`src/rtl/cpgs_pkg.sv`:
```
package cpgs_pkg;

   localparam int DataW    = 24;   // angle, rate and setpoint width
   localparam int ErrW     = 25;   // loop error width
   localparam int DiffW    = 26;   // last error minus error
   localparam int GainW    = 24;
   localparam int LimW     = 15;
   localparam int DriveW   = 16;
   localparam int ProdW    = GainW + 1 + DiffW;
   localparam int AccW     = 54;
   localparam int FracW    = 24;   // fraction bits of a product
   localparam int CsrAddrW = 5;
   localparam int CsrDataW = 32;

   localparam int IntegralLimitDefault = 500;

   typedef enum logic [2:0] {
      REG_TARGET,
      REG_ANGLE_KP,
      REG_ANGLE_KI,
      REG_ANGLE_KD,
      REG_RATE_KP,
      REG_RATE_KI,
      REG_RATE_KD,
      REG_LIMIT
   } reg_index_type;

   typedef enum logic [1:0] {
      MUL_NONE,
      MUL_P,
      MUL_I,
      MUL_D
   } mul_sel_type;

   typedef enum logic [2:0] {
      ACC_HOLD,
      ACC_CLEAR,
      ACC_ADD,
      ACC_CLAMP,
      ACC_DRIVE
   } acc_op_type;

   typedef enum logic [1:0] {
      SEQ_NEXT,
      SEQ_LOOP,
      SEQ_DONE
   } seq_op_type;

   typedef struct packed {
      logic        err_ld;
      logic        st_upd;
      mul_sel_type mul_sel;
      acc_op_type  acc_op;
      logic        sp_ld;
      logic        out_ld;
      seq_op_type  seq;
   } ucode_type;

   typedef struct packed {
      logic        err_ld;
      logic        st_upd;
      mul_sel_type mul_sel;
      acc_op_type  acc_op;
      logic        sp_ld;
      logic        out_ld;
      logic        inner;
   } ctrl_type;

   localparam int UcodeLen = 10;
   localparam int StepW    = $clog2(UcodeLen);

   // steps 0..6 run once per loop, 7..9 form the drive
   localparam ucode_type Ucode [UcodeLen] = '{
      '{1'b1, 1'b0, MUL_NONE, ACC_HOLD,  1'b0, 1'b0, SEQ_NEXT},  // load error
      '{1'b0, 1'b1, MUL_P,    ACC_CLEAR, 1'b0, 1'b0, SEQ_NEXT},  // state update, kp*e
      '{1'b0, 1'b0, MUL_I,    ACC_ADD,   1'b0, 1'b0, SEQ_NEXT},  // ki*integral
      '{1'b0, 1'b0, MUL_D,    ACC_ADD,   1'b0, 1'b0, SEQ_NEXT},  // kd*difference
      '{1'b0, 1'b0, MUL_NONE, ACC_ADD,   1'b0, 1'b0, SEQ_NEXT},
      '{1'b0, 1'b0, MUL_NONE, ACC_CLAMP, 1'b0, 1'b0, SEQ_NEXT},
      '{1'b0, 1'b0, MUL_NONE, ACC_HOLD,  1'b1, 1'b0, SEQ_LOOP},  // setpoint, rerun inner
      '{1'b0, 1'b0, MUL_NONE, ACC_DRIVE, 1'b0, 1'b0, SEQ_NEXT},
      '{1'b0, 1'b0, MUL_NONE, ACC_CLAMP, 1'b0, 1'b0, SEQ_NEXT},
      '{1'b0, 1'b0, MUL_NONE, ACC_HOLD,  1'b0, 1'b1, SEQ_DONE}
   };

endpackage

```
`src/rtl/cpgs_seq.sv`:
```
module cpgs_seq
   import cpgs_pkg::*;
(
   input  logic     clock,
   input  logic     reset,
   input  logic     start,
   input  logic     out_free,
   output logic     busy,
   output ctrl_type ctrl
);

   logic [StepW-1:0] step_ff, step_in;
   logic             busy_ff, busy_in;
   logic             inner_ff, inner_in;
   ucode_type        uc;

   assign uc = Ucode[step_ff];

   always_comb begin
      step_in  = step_ff;
      busy_in  = busy_ff;
      inner_in = inner_ff;
      if (!busy_ff) begin
         if (start) begin
            busy_in  = 1'b1;
            step_in  = '0;
            inner_in = 1'b0;
         end
      end else begin
         case (uc.seq)
            SEQ_NEXT: step_in = step_ff + 1'b1;
            SEQ_LOOP: begin
               if (!inner_ff) begin
                  inner_in = 1'b1;
                  step_in  = '0;
               end else begin
                  step_in = step_ff + 1'b1;
               end
            end
            SEQ_DONE: begin
               // wait here until the result register is free
               if (out_free) begin
                  busy_in = 1'b0;
                  step_in = '0;
               end
            end
            default: begin
               busy_in = 1'b0;
               step_in = '0;
            end
         endcase
      end
   end

   always_ff @(posedge clock) begin
      if (reset) begin
         step_ff  <= '0;
         busy_ff  <= 1'b0;
         inner_ff <= 1'b0;
      end else begin
         step_ff  <= step_in;
         busy_ff  <= busy_in;
         inner_ff <= inner_in;
      end
   end

   always_comb begin
      ctrl.err_ld  = busy_ff && uc.err_ld;
      ctrl.st_upd  = busy_ff && uc.st_upd;
      ctrl.mul_sel = busy_ff ? uc.mul_sel : MUL_NONE;
      ctrl.acc_op  = busy_ff ? uc.acc_op : ACC_HOLD;
      ctrl.sp_ld   = busy_ff && uc.sp_ld && !inner_ff;
      ctrl.out_ld  = busy_ff && uc.out_ld && out_free;
      ctrl.inner   = inner_ff;
   end

   assign busy = busy_ff;

endmodule

```
`config.mk`:
```
export PLATFORM = sky130hd
export DESIGN_NAME = cpgs_seq
export DESIGN_NICKNAME = d
export VERILOG_FILES = /design/src/rtl/cpgs_pkg.sv /design/src/rtl/cpgs_seq.sv
export SDC_FILE = /design/constraint.sdc
export NUM_CORES = 1
export LEC_CHECK = 0
export BUFFER_PORTS_ARGS = -buffer_cell sky130_fd_sc_hd__buf_2
export CORE_AREA = 10 10 47 49
export CTS_BUF_LIST = sky130_fd_sc_hd__clkbuf_4 sky130_fd_sc_hd__clkbuf_8
export DETAILED_ROUTE_END_ITERATION = 12
export DIE_AREA = 0 0 57 59
export SLEW_MARGIN = 25
export SYNTH_ARGS = -nofsm -noshare
export SYNTH_HDL_FRONTEND = slang
export SYNTH_SLANG_ARGS = --single-unit
```
`constraint.sdc`:
```
create_clock -name clock -period 1.46 [get_ports clock]
set_input_delay 0.292 -clock clock [delete_from_list [all_inputs] [get_ports clock]]
set_output_delay 0.292 -clock clock [all_outputs]
set_load 0.02 [all_outputs]
```
Word level (Yosys, flattened, before mapping)
Memory sizes are Yosys's and may differ from the RTL's.
Index checks and enable logic that the tools add are counted.
- register bits after elaboration: 6
- bits in latches: 0
- RAM bits: 0
- memory bits (read-only): 176
- input bits: 4
- output and inout bits: 11
- word-level logic and storage cells: 39
- memories kept: 1
- memories (memory ; words ; bits a word ; rd ports ; clocked after Yosys merged registers in ; write ports ; RTL line ; RTL):
    (name not given) ; 16 ; 11 ; 1 ; 0 ; 0 ; cpgs_seq.sv:17 ; assign uc = Ucode[step_ff];
- add/subtract/negate cells: 1
- multiply operators: 0
- div/mod/pow operators: 0
- order comparisons: 1
- equal/unequal tests: 4
- shift-type cells: 0
- muxes and demuxes: 16
- bitwise logic cells: 1
- reduce and logical (&&, ||, !) cells: 12
- operators with widths (kind ; count):
    2-to-1 mux 11 bit ; 2
    2-to-1 mux 4 bit ; 4
    case mux 4 bit (3 select lines) ; 1
    logical AND 1 bit ; 6
    2-to-1 mux 1 bit ; 6
    >= comparator 5 bit (second input constant) ; 1
    inverter 4 -> 5 bit ; 1
    adder 4 x 1 -> 4 bit (second input constant) ; 1
    AND reduction 2 bit ; 2
    2-to-1 mux 3 bit ; 1
    != test 3 bit (second input constant) ; 1
    == test 2 x 1 -> 1 bit (second input constant) ; 1
    == test 2 bit (second input constant) ; 1
    logical NOT 2 bit ; 1
    2-to-1 mux 2 bit ; 1
    != test 2 x 1 -> 1 bit (second input constant) ; 1
    case mux 1 bit (2 select lines) ; 1
    nonzero test 2 bit ; 1
    OR reduction 2 bit ; 1
    logical NOT 1 bit ; 1

Longest topological paths before layout
- depth after elaboration: 8
- depth in mapped cells: 6
- gate-level depth less buffers: 5

Least setup slack after synthesis
Ideal clock, no wire load.
- kind: flip-flop to output port
- start point: reg step_ff[2]
- end point: out ctrl[4] (netlist name)
- arrival time: 1.232 ns
- data required time: 1.168 ns
- setup slack: -0.064 ns
- cell stages (with the launch flop): 6
- path buffers: 0
- path through: dfxtp_1 inv_1 ha_1 inv_1 o21ai_0 a21oi_1
- RTL lines (item ; RTL line ; RTL):
    start: declaration ; cpgs_seq.sv:12 ; logic [StepW-1:0] step_ff, step_in;
    start signal: assignment ; cpgs_seq.sv:61 ; step_ff <= step_in;
    end: declaration ; cpgs_seq.sv:9 ; output ctrl_type ctrl

==> impl_metrics.json <==
{
  "outcome": "complete, but fails checks",
  "violations": "negative setup slack",
  "cts_tree": "built",
  "leakage_nw": 0.3188,
  "power_density_mw_per_mm2": 593.9,
  "postRouteAntennaNets": 0,
  "switchingPower_w": 0.0001195,
  "clockPowerShare_pct": 34.2,
  "syn_inst": 53,
  "syn_area_um2": 514.2,
  "via_count": 459,
  "clock_sinks": 6,
  "cts_max_path_buffers": 2,
  "num_rows": 14,
  "overflow": 0,
  "clk_root_buffer_cell": "clkbuf_4",
  "hold_viol_final": 0,
  "fp.dieH_um": 59,
  "grt_max_degree": 12,
  "ir_worst_vdd_mv": 0.6958,
  "skew_ns": 0.003439,
  "dr.pass1.iters": 1,
  "crit_type": "reg -> out",
  "r2r_start": "step_ff[0]",
  "area_delta_synth_final_pct": 41.36,
  "drtIter0Drc": 0,
  "p_int_w": 0.0003122,
  "routed_wl_mm": 1.113,
  "post-place-ws_ns": 0.07220,
  "end_kind": "output pin",
  "grt_setup_unrepaired": "true",
  "die_w_um": 57,
  "worstRegToRegCells": 6,
  "tns_ns": -0.04914,
  "min_period_over_period_pct": 101.8,
  "syn_nets": 64,
  "avgSynthCellArea_um2": 9.703,
  "report.final.setup_viol": 2,
  "drive_gt1_share_pct": 66.67,
  "timing.rr.end": "step_ff[2]",
  "critPathRequiredTime_ns": 1.17,
  "grt_pass1_wl_mm": 1.918,
  "power.total_w": 0.0004317,
  "clock_latency_ns": 0.24,
  "swShare_pct": 27.68,
  "critPathLaunchType": "register",
  "wl_per_cell_um": 12.65,
  "period_minus_slack_ns": 1.486,
  "routabilityCongestion": 0.7516,
  "hp-class": "in -> reg",
  "p_comb_share_pct": 24.6,
  "pwr-share-seq_pct": 41.1,
  "layout_setup_ws_ns": -0.02644,
  "startpoint": "step_ff[0]",
  "core_mm2": 0.001401,
  "drt-vias-per-instance": 5.216,
  "grt_pass1_vias": 446,
  "ys_ff_latch": 6,
  "path_max_fanout": 5,
  "tightestPinTransition_ns": 0.1875,
  "relSlewSlack_pct": 87.50,
  "hold_end": "step_ff[0]",
  "dp_hpwl_um": 892.9,
  "port_buffers": 14,
  "htreeDepth": 1,
  "maxCapViolations": 0,
  "antenna_cells": 0,
  "slew_viol_final": 0,
  "worst_ep_arrival_time_ns": 1.19,
  "die_area_mm2": 0.003363,
  "min-delay-start": "reset",
  "synth_cell_types": 27,
  "cts_buffers": 3,
  "antenna_found_initial": 0,
  "synth-seq-area-share_pct": 23.36,
  "nets": 85,
  "ys_warn_count": 0,
  "drc": 0,
  "clk_pin_slew_ns": 0.04,
  "fmax_mhz": 672.7,
  "grt_usage_pct": 6.911,
  "min_path_cells": 2,
  "initial_core_util_pct": 36.70,
  "io_pins": 15,
  "ff2ff_setup_slack_ns": 0.15
}
==> routing by layer <==
metal	wire, um	vias to the layer above	GRT usage, %	part of all wire, %
met4	0	0	1.007	0
met3	57	0	4.077	5.1
met1	462	225	7.236	42
met5	0	-	0	0
li1	-	225	-	-
met2	593	9	11.94	53
==> what timing repair did <==
action,in CTS,in global routing
cloned,0,0
pin swaps,0,0
endpoints found under the setup margin,7,9
gates resized for setup,26,7
buffers inserted,2,0
hold buffers,0,0
==> registers in the layout (all words and copies together), names as in the netlist <==
name / flops
busy: 1
step_ff: 4
inner_ff: 1
==> worst max-delay path: stages, from the launching register on <==
cell and delay [ns]:
dfxtp_4 0.36, ha_2 0.18, ha_1 0.17, and2_4 0.13, buf_6 0.12
==> worst max path at each step <==
stage	to	slack (ns)	depth (start not counted)
after floorplan	ctrl[4]	0.04	5
after global placement	ctrl[4]	0.08	5
after detailed placement	ctrl[4]	0.07	5
after CTS	ctrl[5]	-0.04	4
after global routing	ctrl[5]	-0.08	4
final	ctrl[5]	-0.03	4
==> cell usage after synthesis <==
master,n,area (um2)
ha_1,7,87.58
dfxtp_1,6,120.1
a21oi_1,5,25.02
inv_1,4,15.01
and3_1,3,18.77
buf_6,3,33.78
a22o_1,2,17.52
and2_1,2,12.51
nand2_1,2,7.510
nor2b_1,2,12.51
a21oi_4,1,16.27
a311oi_2,1,15.01
and2b_1,1,7.510
and3_4,1,11.26
and4_4,1,11.26
buf_4,1,7.510
mux2i_1,1,10.01
nand2b_1,1,6.260
nand3_1,1,5.000
nand3b_1,1,7.510
nand4_1,1,6.260
nand4b_1,1,8.760
nand4bb_4,1,27.53
nor2_1,1,3.750
o21ai_0,1,5.000
or2_1,1,6.260
or2_4,1,8.760
==> cell families after synthesis <==
group                    after synthesis  share of synthesized area, %
AND/OR/NAND/NOR                       21                         31.39
adder cells (fa/ha/maj)                7                         17.03
multiplexers                           1                         1.947
flip-flops                             6                         23.36
AO/OA/AOI/OAI                         10                         15.33
buffers and inverters                  8                         10.95
==> power groups by stage <==
stage               logic [W]  clock network (W)  registers (W)
floorplan           0.0000649                  0       0.000181
global placement    0.0000917                  0       0.000179
detailed placement  0.0000916                  0       0.000179
CTS                  0.000102           0.000157       0.000177
global route         0.000117           0.000169       0.000178
finish               0.000106           0.000148       0.000178
==> layout by cell type (no fill, tap or decap) <==
cell type,Yosys,final
nand3b_1,1,1
mux2i_1,1,1
nand2b_1,1,1
inv_2,0,4
ha_2,0,2
and2_4,0,2
a22o_1,2,2
a21oi_4,1,1
and3_4,1,1
nand4b_1,1,1
a311oi_2,1,1
clkbuf_4,0,3
buf_2,0,6
or2_4,1,1
ha_1,7,3
a21oi_1,5,4
a21oi_2,0,1
dfxtp_2,0,2
ha_4,0,2
o21ai_2,0,1
and4_4,1,1
nand4_1,1,1
and3_1,3,3
dfxtp_1,6,2
buf_6,3,4
buf_4,1,10
nor2b_1,2,2
or2_1,1,1
and2b_2,0,1
nand3_2,0,1
dfxtp_4,0,2
nor2_2,0,1
nand2_1,2,2
nand4bb_4,1,1
==> cell type report <==
| type | instances | area, um2 |
|---|---|---|
| clock buffer | 3 | 22.52 |
| fill | 138 | 674.4 |
| inverter | 4 | 15.01 |
| multi-input combinational | 39 | 389.1 |
| sequential | 6 | 130.1 |
| tap | 16 | 20.02 |
| timing repair buffer | 20 | 150.1 |
==> through the flow <==
stage          utilization, %  hold slack, ns  instances  cell area, um2
6_report                51.88          0.3102         88           726.9
5_1_grt                 51.88          0.3131         88           726.9
4_1_cts                 50.63          0.3053         88           709.4
3_5_place_dp            42.77          0.4938         83           599.3
3_3_place_gp            42.77          0.4847         83           599.3
2_1_floorplan               -          0.3599         53           520.5
(Power assumes the default switching activity.)
